$ cat src/rtl/modinv_pkg.sv
// Shared types for the modular inverse block.
// Holds the command and status structs between the controller and the datapath.
// No dependencies.
package modinv_pkg;

    // Commands issued by the controller, at most one active at a time
    typedef struct packed {
        logic load;          // capture a new operand pair
        logic step_start;    // set up divider for r_prev / r_cur
        logic reduce_start;  // set up divider for c_cur mod modulus
        logic iterate;       // one restoring-division bit
        logic update;        // retire one Euclid step
        logic write_out;     // load the result register
    } t_cmd;

    // Status flags returned by the datapath
    typedef struct packed {
        logic mod_lt2;       // modulus below two
        logic rem_zero;      // current remainder is zero
        logic rem_one;       // current remainder is one
        logic iter_last;     // divider is on its final bit
    } t_status;

endpackage

$ cat src/rtl/modular_inverse_ext_euclid.sv
// Modular inverse by the extended Euclidean algorithm, one transaction at a time.
// Each transaction runs s Euclid steps, up to ~1.44*WIDTH (none for a modulus below two),
// then a final reduction when an inverse exists; the next one is taken only after that.
// The shared divider gives one bit a cycle.
// Reset (synchronous, active low) clears the sequencer and the output valid and stalls input.
module modular_inverse_ext_euclid #(
    parameter int WIDTH = 32
) (
    input  logic             i_clk,
    input  logic             i_rst_n,
    // input channel
    input  logic             i_in_valid,
    output logic             o_in_stall,
    input  logic [WIDTH-1:0] i_value_in,
    input  logic [WIDTH-1:0] i_modulus_in,
    // result channel
    output logic             o_out_valid,
    input  logic             i_out_stall,
    output logic [WIDTH-1:0] o_inverse_out,
    output logic             o_has_inverse
);
    import modinv_pkg::*;

    // Command and status between the sequencer and the datapath
    t_cmd    cmd;
    t_status status;

    // Controller: accepts a transaction only when idle; the result register
    // lets it take the next transaction while the previous result waits.
    modinv_ctrl u_ctrl (
        .i_clk       (i_clk),
        .i_rst_n     (i_rst_n),
        .i_in_valid  (i_in_valid),
        .o_in_stall  (o_in_stall),
        .o_out_valid (o_out_valid),
        .i_out_stall (i_out_stall),
        .i_status    (status),
        .o_cmd       (cmd)
    );

    // Datapath: each Euclid step runs one bit-serial division that yields
    // the remainder and, by shift-and-add on the quotient bits, q*c_cur.
    // The final coefficient is reduced by the same divider.
    modinv_datapath #(
        .WIDTH (WIDTH)
    ) u_datapath (
        .i_clk         (i_clk),
        .i_value_in    (i_value_in),
        .i_modulus_in  (i_modulus_in),
        .i_cmd         (cmd),
        .o_status      (status),
        .o_inverse_out (o_inverse_out),
        .o_has_inverse (o_has_inverse)
    );

endmodule

$ cat src/rtl/modinv_datapath.sv
// Datapath of the modular inverse block: remainders, coefficients and a
// shared bit-serial divider with a shift-and-add product accumulator.
// Depends on modinv_pkg.
module modinv_datapath #(
    parameter int WIDTH = 32
) (
    input  logic                 i_clk,
    input  logic [WIDTH-1:0]     i_value_in,
    input  logic [WIDTH-1:0]     i_modulus_in,
    input  modinv_pkg::t_cmd     i_cmd,
    output modinv_pkg::t_status  o_status,
    output logic [WIDTH-1:0]     o_inverse_out,
    output logic                 o_has_inverse
);
    import modinv_pkg::*;

    localparam int CW = $clog2(WIDTH);

    logic [WIDTH-1:0] r_mod;
    logic [WIDTH-1:0] r_r_prev;
    logic [WIDTH-1:0] r_r_cur;
    logic [WIDTH-1:0] r_c_prev;
    logic [WIDTH-1:0] r_c_cur;
    logic             r_neg;
    logic [WIDTH-1:0] r_dvd;
    logic [WIDTH-1:0] r_dvsr;
    logic [WIDTH-1:0] r_rem;
    logic [WIDTH-1:0] r_acc;
    logic [CW-1:0]    r_cnt;
    logic [WIDTH-1:0] r_inv;
    logic             r_found;

    logic [WIDTH:0]   rem_sh;
    logic             q_bit;
    logic [WIDTH:0]   rem_diff;
    logic [WIDTH-1:0] n_rem;
    logic [WIDTH-1:0] n_acc;
    logic             found;
    logic [WIDTH-1:0] inv;

    // One restoring-division bit; the quotient bit also drives the product
    always_comb begin
        rem_sh   = {r_rem, r_dvd[WIDTH-1]};
        q_bit    = rem_sh >= {1'b0, r_dvsr};
        rem_diff = rem_sh - {1'b0, r_dvsr};
        n_rem    = q_bit ? rem_diff[WIDTH-1:0] : rem_sh[WIDTH-1:0];
        n_acc    = {r_acc[WIDTH-2:0], 1'b0} + (q_bit ? r_c_cur : '0);
    end

    always_comb begin
        o_status.mod_lt2   = (r_mod[WIDTH-1:1] == '0);
        o_status.rem_zero  = (r_r_cur == '0);
        o_status.rem_one   = (r_r_cur == WIDTH'(1));
        o_status.iter_last = (r_cnt == CW'(WIDTH - 1));
        found = !o_status.mod_lt2 && o_status.rem_one;
        // Reduced magnitude sits in r_rem after the final division
        if (!found) begin
            inv = '0;
        end else if (r_neg && (r_rem != '0)) begin
            inv = r_mod - r_rem;
        end else begin
            inv = r_rem;
        end
    end

    always_ff @(posedge i_clk) begin
        if (i_cmd.load) begin
            r_mod    <= i_modulus_in;
            r_r_prev <= i_modulus_in;
            r_r_cur  <= i_value_in;
            r_c_prev <= '0;
            r_c_cur  <= WIDTH'(1);
            r_neg    <= 1'b0;
        end
        if (i_cmd.step_start) begin
            r_dvd  <= r_r_prev;
            r_dvsr <= r_r_cur;
            r_rem  <= '0;
            r_acc  <= '0;
            r_cnt  <= '0;
        end
        if (i_cmd.reduce_start) begin
            r_dvd  <= r_c_cur;
            r_dvsr <= r_mod;
            r_rem  <= '0;
            r_acc  <= '0;
            r_cnt  <= '0;
        end
        if (i_cmd.iterate) begin
            r_dvd <= {r_dvd[WIDTH-2:0], 1'b0};
            r_rem <= n_rem;
            r_acc <= n_acc;
            r_cnt <= r_cnt + CW'(1);
        end
        if (i_cmd.update) begin
            r_r_prev <= r_r_cur;
            r_r_cur  <= r_rem;
            r_c_prev <= r_c_cur;
            r_c_cur  <= r_acc + r_c_prev;
            r_neg    <= ~r_neg;
        end
        if (i_cmd.write_out) begin
            r_inv   <= inv;
            r_found <= found;
        end
    end

    assign o_inverse_out = r_inv;
    assign o_has_inverse = r_found;

endmodule

$ cat src/rtl/modinv_ctrl.sv
// Controller of the modular inverse block: sequences Euclid steps, the
// final reduction and the output handshake. Depends on modinv_pkg.
module modinv_ctrl (
    input  logic                 i_clk,
    input  logic                 i_rst_n,
    input  logic                 i_in_valid,
    output logic                 o_in_stall,
    output logic                 o_out_valid,
    input  logic                 i_out_stall,
    input  modinv_pkg::t_status  i_status,
    output modinv_pkg::t_cmd     o_cmd
);
    import modinv_pkg::*;

    localparam logic [2:0] S_IDLE   = 3'd0;
    localparam logic [2:0] S_CHECK  = 3'd1;
    localparam logic [2:0] S_SDIV   = 3'd2;
    localparam logic [2:0] S_UPDATE = 3'd3;
    localparam logic [2:0] S_RDIV   = 3'd4;
    localparam logic [2:0] S_OUT    = 3'd5;

    logic [2:0] r_state;
    logic [2:0] n_state;
    logic       r_valid;
    logic       n_valid;

    always_comb begin
        o_cmd   = '0;
        n_state = r_state;
        // drop the held result once it is taken
        n_valid = r_valid && i_out_stall;
        case (r_state)
            S_IDLE: begin
                if (i_in_valid) begin
                    o_cmd.load = 1'b1;
                    n_state    = S_CHECK;
                end
            end
            S_CHECK: begin
                if (i_status.mod_lt2 || i_status.rem_zero) begin
                    n_state = S_OUT;
                end else if (i_status.rem_one) begin
                    o_cmd.reduce_start = 1'b1;
                    n_state            = S_RDIV;
                end else begin
                    o_cmd.step_start = 1'b1;
                    n_state          = S_SDIV;
                end
            end
            S_SDIV: begin
                o_cmd.iterate = 1'b1;
                if (i_status.iter_last) begin
                    n_state = S_UPDATE;
                end
            end
            S_UPDATE: begin
                o_cmd.update = 1'b1;
                n_state      = S_CHECK;
            end
            S_RDIV: begin
                o_cmd.iterate = 1'b1;
                if (i_status.iter_last) begin
                    n_state = S_OUT;
                end
            end
            S_OUT: begin
                if (!r_valid || !i_out_stall) begin
                    o_cmd.write_out = 1'b1;
                    n_valid         = 1'b1;
                    n_state         = S_IDLE;
                end
            end
            default: begin
                n_state = S_IDLE;
            end
        endcase
    end

    always_ff @(posedge i_clk) begin
        if (!i_rst_n) begin
            r_state <= S_IDLE;
            r_valid <= 1'b0;
        end else begin
            r_state <= n_state;
            r_valid <= n_valid;
        end
    end

    // hold off the sender while in reset or busy
    assign o_in_stall  = !i_rst_n || (r_state != S_IDLE);
    assign o_out_valid = r_valid;

endmodule

$ cat config.mk
export PLATFORM = sky130hd
export DESIGN_NAME = modular_inverse_ext_euclid
export DESIGN_NICKNAME = d
export VERILOG_FILES = /design/src/rtl/modinv_pkg.sv /design/src/rtl/modular_inverse_ext_euclid.sv /design/src/rtl/modinv_datapath.sv /design/src/rtl/modinv_ctrl.sv
export SDC_FILE = /design/constraint.sdc
export NUM_CORES = 1
export LEC_CHECK = 0
export BUFFER_PORTS_ARGS = -buffer_cell sky130_fd_sc_hd__buf_2
export CORE_UTILIZATION = 56
export CTS_CLUSTER_SIZE = 40
export DETAILED_ROUTE_END_ITERATION = 6
export PLACE_DENSITY = 0.77
export SLEW_MARGIN = 20
export SYNTH_ARGS = -nofsm -noshare
export SYNTH_HDL_FRONTEND = slang
export SYNTH_HIERARCHICAL = 1
export SYNTH_SLANG_ARGS = --single-unit
$ cat constraint.sdc
create_clock -name i_clk -period 5.4 [get_ports i_clk]
set_input_delay 0.81 -clock i_clk [delete_from_list [all_inputs] [get_ports i_clk]]
set_output_delay 0.81 -clock i_clk [all_outputs]
set_load 0.02 [all_outputs]
==> results_dict.tcl, run 1 <==
set metrics [dict create \
    status "complete, no violations" \
    period_share_pct 96.96 \
    cp.arrival_ps 5510 \
    drtPass1Iterations 6 \
    root_buffer "clkbuf_16" \
    cp_top_family "compound AO/OA/AOI/OAI gates" \
    startpoint_type "flip-flop" \
    avgRoutedWirePerCell_um 20.77 \
    synthTopCellsByArea "edfxtp_1, ha_1, mux2_2, nor2_1, a21oi_1" \
    route.detailed.drc 0 \
    synth_edf_count 326 \
    synth_nets 2009 \
    vdd_drop_max_v 0.0002667 \
    design.portCount 103 \
    endpoint_kind "flip-flop" \
    switching_power_uw 2913 \
    totalWireLength_um 51080 \
    clock-sinks 331 \
    grt_usage_pct 28.61 \
    synth_cell_types 67 \
    dieArea_sq_mm 0.03605 \
    syn_avg_cell_area_sq_um 10.91 \
    worst_path_max_delay_cell "edfxtp_1" \
    slew_viol_final 0 \
    crit_buf_inv 3 \
    required_ps 5680 \
    vias 15040 \
    synth_ff_type "edfxtp_1" \
    cts_made_buffers 38 \
    gp_congestion 0.9347 \
    clock.fmax_ghz 0.1910 \
    antenna_cells 0 \
    grt_antenna_before_repair 0 \
    ctsHoldBuffers 0 \
    rrSetupSlack_ps 160 \
    p_int_uw 5883 \
    ys_warn_count 6 \
    htreeDepth 2 \
    path_cells "inv_1, ha_4, nor2b_1, o31a_1, o31a_1, o211ai_1, a31oi_2, a41oi_2, a21oi_4, buf_4, and2_1, ha_1, a21o_1, a21oi_4, o211ai_1, a221o_1, nand3_2, buf_4, a31o_2, o21ai_1, a21o_1, a21oi_2, xor2_1, nor2_1" \
    path_class "flip-flop to flip-flop" \
    yosysMostFrequentCell "edfxtp_1" \
    slowest_delay_ps 400 \
    ant_nets 0 \
    hp-class "primary input to flip-flop" \
    die_height_um 189.9 \
    ys_seq_area_share_pct 50.03 \
    finalSetupTns_ps 0 \
    cts_tree "built" \
    pwr-share-comb_pct 32.0 \
    max_slew_margin_pct 24.81 \
    layout.nets 2174 \
    synth_top_area_cell "edfxtp_1" \
    syn_area_sq_mm 0.01977 \
    pwr-share-seq_pct 39.1 \
    pwr-share-clk_pct 28.9 \
    area_growth_pct 14.46 \
    clk_path_buf_depth 3 \
    hold_viol 0 \
    viasPerCell 6.118 \
    die_width_um 189.9 \
    drtIter0Drc 1345 \
    finalClockSkew_ps 21.80 \
    powerDensity_mw_per_mm2 388.7 \
    timing.final.crit_period_ps 5236 \
    switching_share_pct 33.11 \
    timing.max_cap.violations 0 \
    start_util_pct 57.08 \
    io_buffers 102 \
    stdcell_area_sq_mm 0.02263 \
    worst_pin_slew_ps 1127 \
    grt_pass1_vias 14470 \
    leakagePower_uw 0.009098 \
    utilization_pct 65.34 \
    grt_max_degree 86 \
    clock_latency_ps 540 \
    cp_max_fo 7 \
    synth-async-reset-ratio_pct 0 \
    cts.reportedPaths.clkPinSlew_ps 60 \
    rows 68 \
    gr-total-overflow 0 \
    grt_pass1_wl_um 80130 \
    place_area_sq_mm 0.02126 \
    synth-seq-cells 331 \
    finalSetupViolations 0 \
    yosysTopAreaCellShare_pct 49.53 \
    core-area_sq_mm 0.03463 \
    synthCells 1811 \
    dp_hpwl_um 35760 \
    drive_above_1_share_pct 18.86 \
    synthTopCellsByCount "edfxtp_1, nor2_1, a21oi_1, ha_1, nand2_1" \
]
[metrics by stage]
step	total power (uW)	setup slack [ps]	std cells	hold WS, ps
global placement	6107	67.77	2386	509.5
finish	8796	163.9	2459	466.5
detailed placement	6167	-47.14	2386	512.8
CTS	8740	47.79	2454	447.8
global route	9221	-18.79	2459	449.6
floorplan	5381	93.17	1811	479.0
[sequential cells by signal, indices dropped and copies added, names as in the netlist, 5 cells and up]
| name | flops |
|---|---|
| u_datapath/o_inverse_out | 32 |
| u_datapath/r_rem | 32 |
| u_datapath/r_cnt | 5 |
| u_datapath/r_r_cur | 32 |
| u_datapath/r_c_prev | 32 |
| u_datapath/r_r_prev | 32 |
| u_datapath/r_acc | 32 |
| u_datapath/r_dvsr | 32 |
| u_datapath/r_dvd | 32 |
| u_datapath/r_c_cur | 32 |
| u_datapath/r_mod | 32 |
[final timing paths]
kind | start | endpoint | cells past startpoint
max | u_datapath/r_dvsr[1] | u_datapath/r_acc[18] | 24
min | i_modulus_in[28] | u_datapath/r_mod[28] | 1
max reg2reg | u_datapath/r_dvsr[1] | u_datapath/r_acc[18] | 24
min reg2reg | u_datapath/r_dvd[26] | u_datapath/r_dvd[27] | 2
[power by group through the flow]
stage / Clock (uW) / Sequential, uW / Combinational (uW)
after floorplan: 0 / 3410 / 1970
after global placement: 0 / 3470 / 2640
after detailed placement: 0 / 3480 / 2690
after CTS: 2580 / 3430 / 2730
after global routing: 2660 / 3460 / 3090
final: 2540 / 3440 / 2810
[cells by family after synthesis]
family	Yosys count	synth area share [%]
multiplexers	136	7.495
XOR/XNOR	102	4.520
AND/OR/NAND/NOR	535	13.11
adder cells (fa/ha/maj)	130	8.381
flip-flops	331	50.03
AO/OA/AOI/OAI	418	13.32
buffers and inverters	159	3.140
[placed cells by master (no fill, tap or decap), types with 21 or more instances in the layout]
cell type / Yosys / layout
mux2_2: 96 / 96
inv_1: 96 / 95
nor3_1: 28 / 28
o21ai_0: 85 / 82
xor2_1: 39 / 39
and2_1: 71 / 71
nand2b_1: 21 / 21
nor2_1: 193 / 191
clkbuf_16: 0 / 39
a211oi_1: 21 / 21
xnor2_1: 63 / 63
nand2_1: 102 / 102
nor4_1: 24 / 24
nand3_1: 27 / 26
buf_4: 0 / 84
mux2i_1: 40 / 40
edfxtp_1: 326 / 326
a21o_1: 53 / 53
buf_2: 7 / 102
a21oi_1: 142 / 138
ha_1: 126 / 123
[layer usage]
metal	global-route usage, %	vias up	part of all wire (%)
met4	10.73	0	3.4
met1	39.84	7291	44
met2	45.59	649	46
li1	-	6990	-
met5	0	-	0
met3	3.874	114	6.9
[what timing repair did]
item                       CTS  global route
setup endpoints to repair    3            11
resized for setup            3            19
setup buffers                0             4
pin swaps                    0            11
[area by class of cell]
type                    count  area (sq um)
fillers                  2598         12000
flip-flops and latches    331          9889
multi-input cells        1321          9409
repair buffers            188          1189
clock buffers              50          1027
well taps                 455         569.3
inverters                  96         360.3
clock inverters            18         181.4
Note: power is estimated with default switching activity, not from simulation.
==> run 2, diff against run 1 <==
- PLACE_DENSITY: 0.77 -> 0.74
==> results_dict.tcl, run 2 (synthesis results as in run 1) <==
set metrics [dict create \
    status "complete, no violations" \
    place_inst 2389 \
    rrSetupSlack_ps 170 \
    nFillCells 2715 \
    path_class "flip-flop to flip-flop" \
    crit_start "u_datapath/r_dvsr[1]" \
    hp-class "primary input to flip-flop" \
    avgRoutedWirePerCell_um 20.73 \
    vdd_drop_max_v 0.0002321 \
    worst_pin_slew_ps 1086 \
    period_share_pct 96.94 \
    grt_antenna_before_repair 1 \
    layout.nets 2178 \
    pwr-share-comb_pct 32.0 \
    antenna_cells 0 \
    ant_nets 0 \
    drive_above_1_share_pct 19.17 \
    route.detailed.drc 0 \
    start_util_pct 57.08 \
    cts.reportedPaths.clkPinSlew_ps 60 \
    max_slew_margin_pct 27.50 \
    clock_latency_ps 550 \
    fin_cells 2463 \
    root_buffer "clkbuf_16" \
    pwr-share-seq_pct 38.9 \
    slew_viol_final 0 \
    timing.max_cap.violations 0 \
    gp_congestion 0.9122 \
    cts_tree "built" \
    drtPass1Iterations 5 \
    powerDensity_mw_per_mm2 390.6 \
    die_height_um 189.9 \
    dp_hpwl_um 36030 \
    clock.fmax_ghz 0.1910 \
    ctsHoldBuffers 0 \
    hold_viol 0 \
    finalSetupTns_ps 0 \
    grt_usage_pct 28.54 \
    cp.arrival_ps 5500 \
    clk_path_buf_depth 3 \
    finalClockSkew_ps 22.18 \
    final_cell_mix "edfxtp_1, nor2_1, a21oi_1" \
    grt_pass1_vias 14580 \
    leakagePower_uw 0.009110 \
    gr-total-overflow 0 \
    vias 14860 \
    rsz0062_at_grt "yes" \
    drtIter0Drc 1266 \
    final_common_cell "edfxtp_1" \
    dieArea_sq_mm 0.03605 \
    viasPerCell 6.032 \
    startpoint_type "flip-flop" \
    finalSetupViolations 0 \
    clock-sinks 331 \
    grt_max_degree 79 \
    rows 68 \
    required_ps 5670 \
    pwr-share-clk_pct 29.1 \
    io_buffers 102 \
    total_power_uw 8850 \
    core-area_sq_mm 0.03463 \
    cp_max_fo 5 \
    stdcell_area_sq_mm 0.02266 \
    grt_pass1_wl_um 79710 \
    totalWireLength_um 51070 \
    p_int_uw 5907 \
    place_area_sq_mm 0.02127 \
    min_from "i_modulus_in[27]" \
    die_width_um 189.9 \
    area_growth_pct 14.62 \
    r2r-start "u_datapath/r_dvsr[1]" \
    switching_power_uw 2944 \
    htreeDepth 2 \
    design.portCount 103 \
    utilization_pct 65.43 \
    cts_made_buffers 38 \
    endpoint_kind "flip-flop" \
    switching_share_pct 33.26 \
    timing.final.crit_period_ps 5235 \
]
run 2: changes by cell type in the layout (fill, tap and decap cells not counted), moves of 2 or more:
| cell | delta |
|---|---|
| clkinv_1 | +2 |
| o21ai_1 | -2 |
| buf_6 | +2 |
| clkinv_2 | -2 |
| buf_4 | +4 |
| inv_6 | +4 |
run 2: cell type report:
cell class / count / area (sq um) / area share, %
multi-input cells: 1321 / 9427 / 41.61
flip-flops and latches: 331 / 9889 / 43.65
clock inverters: 21 / 232.7 / 1.027
well taps: 455 / 569.3 / 2.513
inverters: 96 / 360.3 / 1.590
clock buffers: 47 / 984.7 / 4.346
repair buffers: 192 / 1194 / 5.268
run 2: worst paths after layout:
kind                          end  cells after the start
max          u_datapath/r_acc[29]                     25
min          u_datapath/r_mod[27]                      1
max reg2reg  u_datapath/r_acc[29]                     25
min reg2reg   u_datapath/r_dvd[3]                      2
run 2: power by group through the flow:
stage | sequential, uW | clock, uW | combinational (uW)
2_1_floorplan | 3410 | 0 | 1970
3_3_place_gp | 3470 | 0 | 2640
5_1_grt | 3460 | 2710 | 3120
4_1_cts | 3430 | 2610 | 2740
3_5_place_dp | 3480 | 0 | 2700
6_report | 3440 | 2570 | 2840
run 2: what timing repair did:
action	in CTS	in global routing
pin swaps	1	13
buffers inserted	0	6
gates resized for setup	3	24
setup endpoints to repair	4	14
run 2: through the flow:
step / hold slack [ps] / setup slack [ps]
after global routing: 438.5 / -138.0
after floorplan: 479.0 / 93.17
after global placement: 502.8 / -9.257
after CTS: 431.8 / -38.02
after detailed placement: 513.5 / -162.4
final: 450.7 / 165.0
run 2: critical path, stage by stage, from the launching register on:
cell	delay (ps)
edfxtp_1	400
inv_1	70
ha_1	230
nor2b_1	140
o31a_1	250
o31a_1	270
o211ai_1	200
buf_4	170
a31oi_4	90
a41oi_4	290
a21oi_4	120
and2_1	190
ha_1	200
fa_2	360
a21o_1	220
a221oi_1	260
buf_4	170
o31ai_2	80
a21oi_2	230
o31ai_2	110
o21ai_2	180
o31ai_2	80
nand2b_1	200
a31oi_2	220
xor2_1	170
nor2_1	50
run 2: metal layers:
layer / share of wire, % / routed length [um] / track usage (%) / vias up
li1: - / - / - / 7012
met1: 44 / 22340 / 39.74 / 7159
met2: 46 / 23300 / 44.83 / 581
met3: 7.1 / 3613 / 4.427 / 103
met4: 3.5 / 1801 / 11.17 / 2
met5: 0.025 / 13 / 0 / -
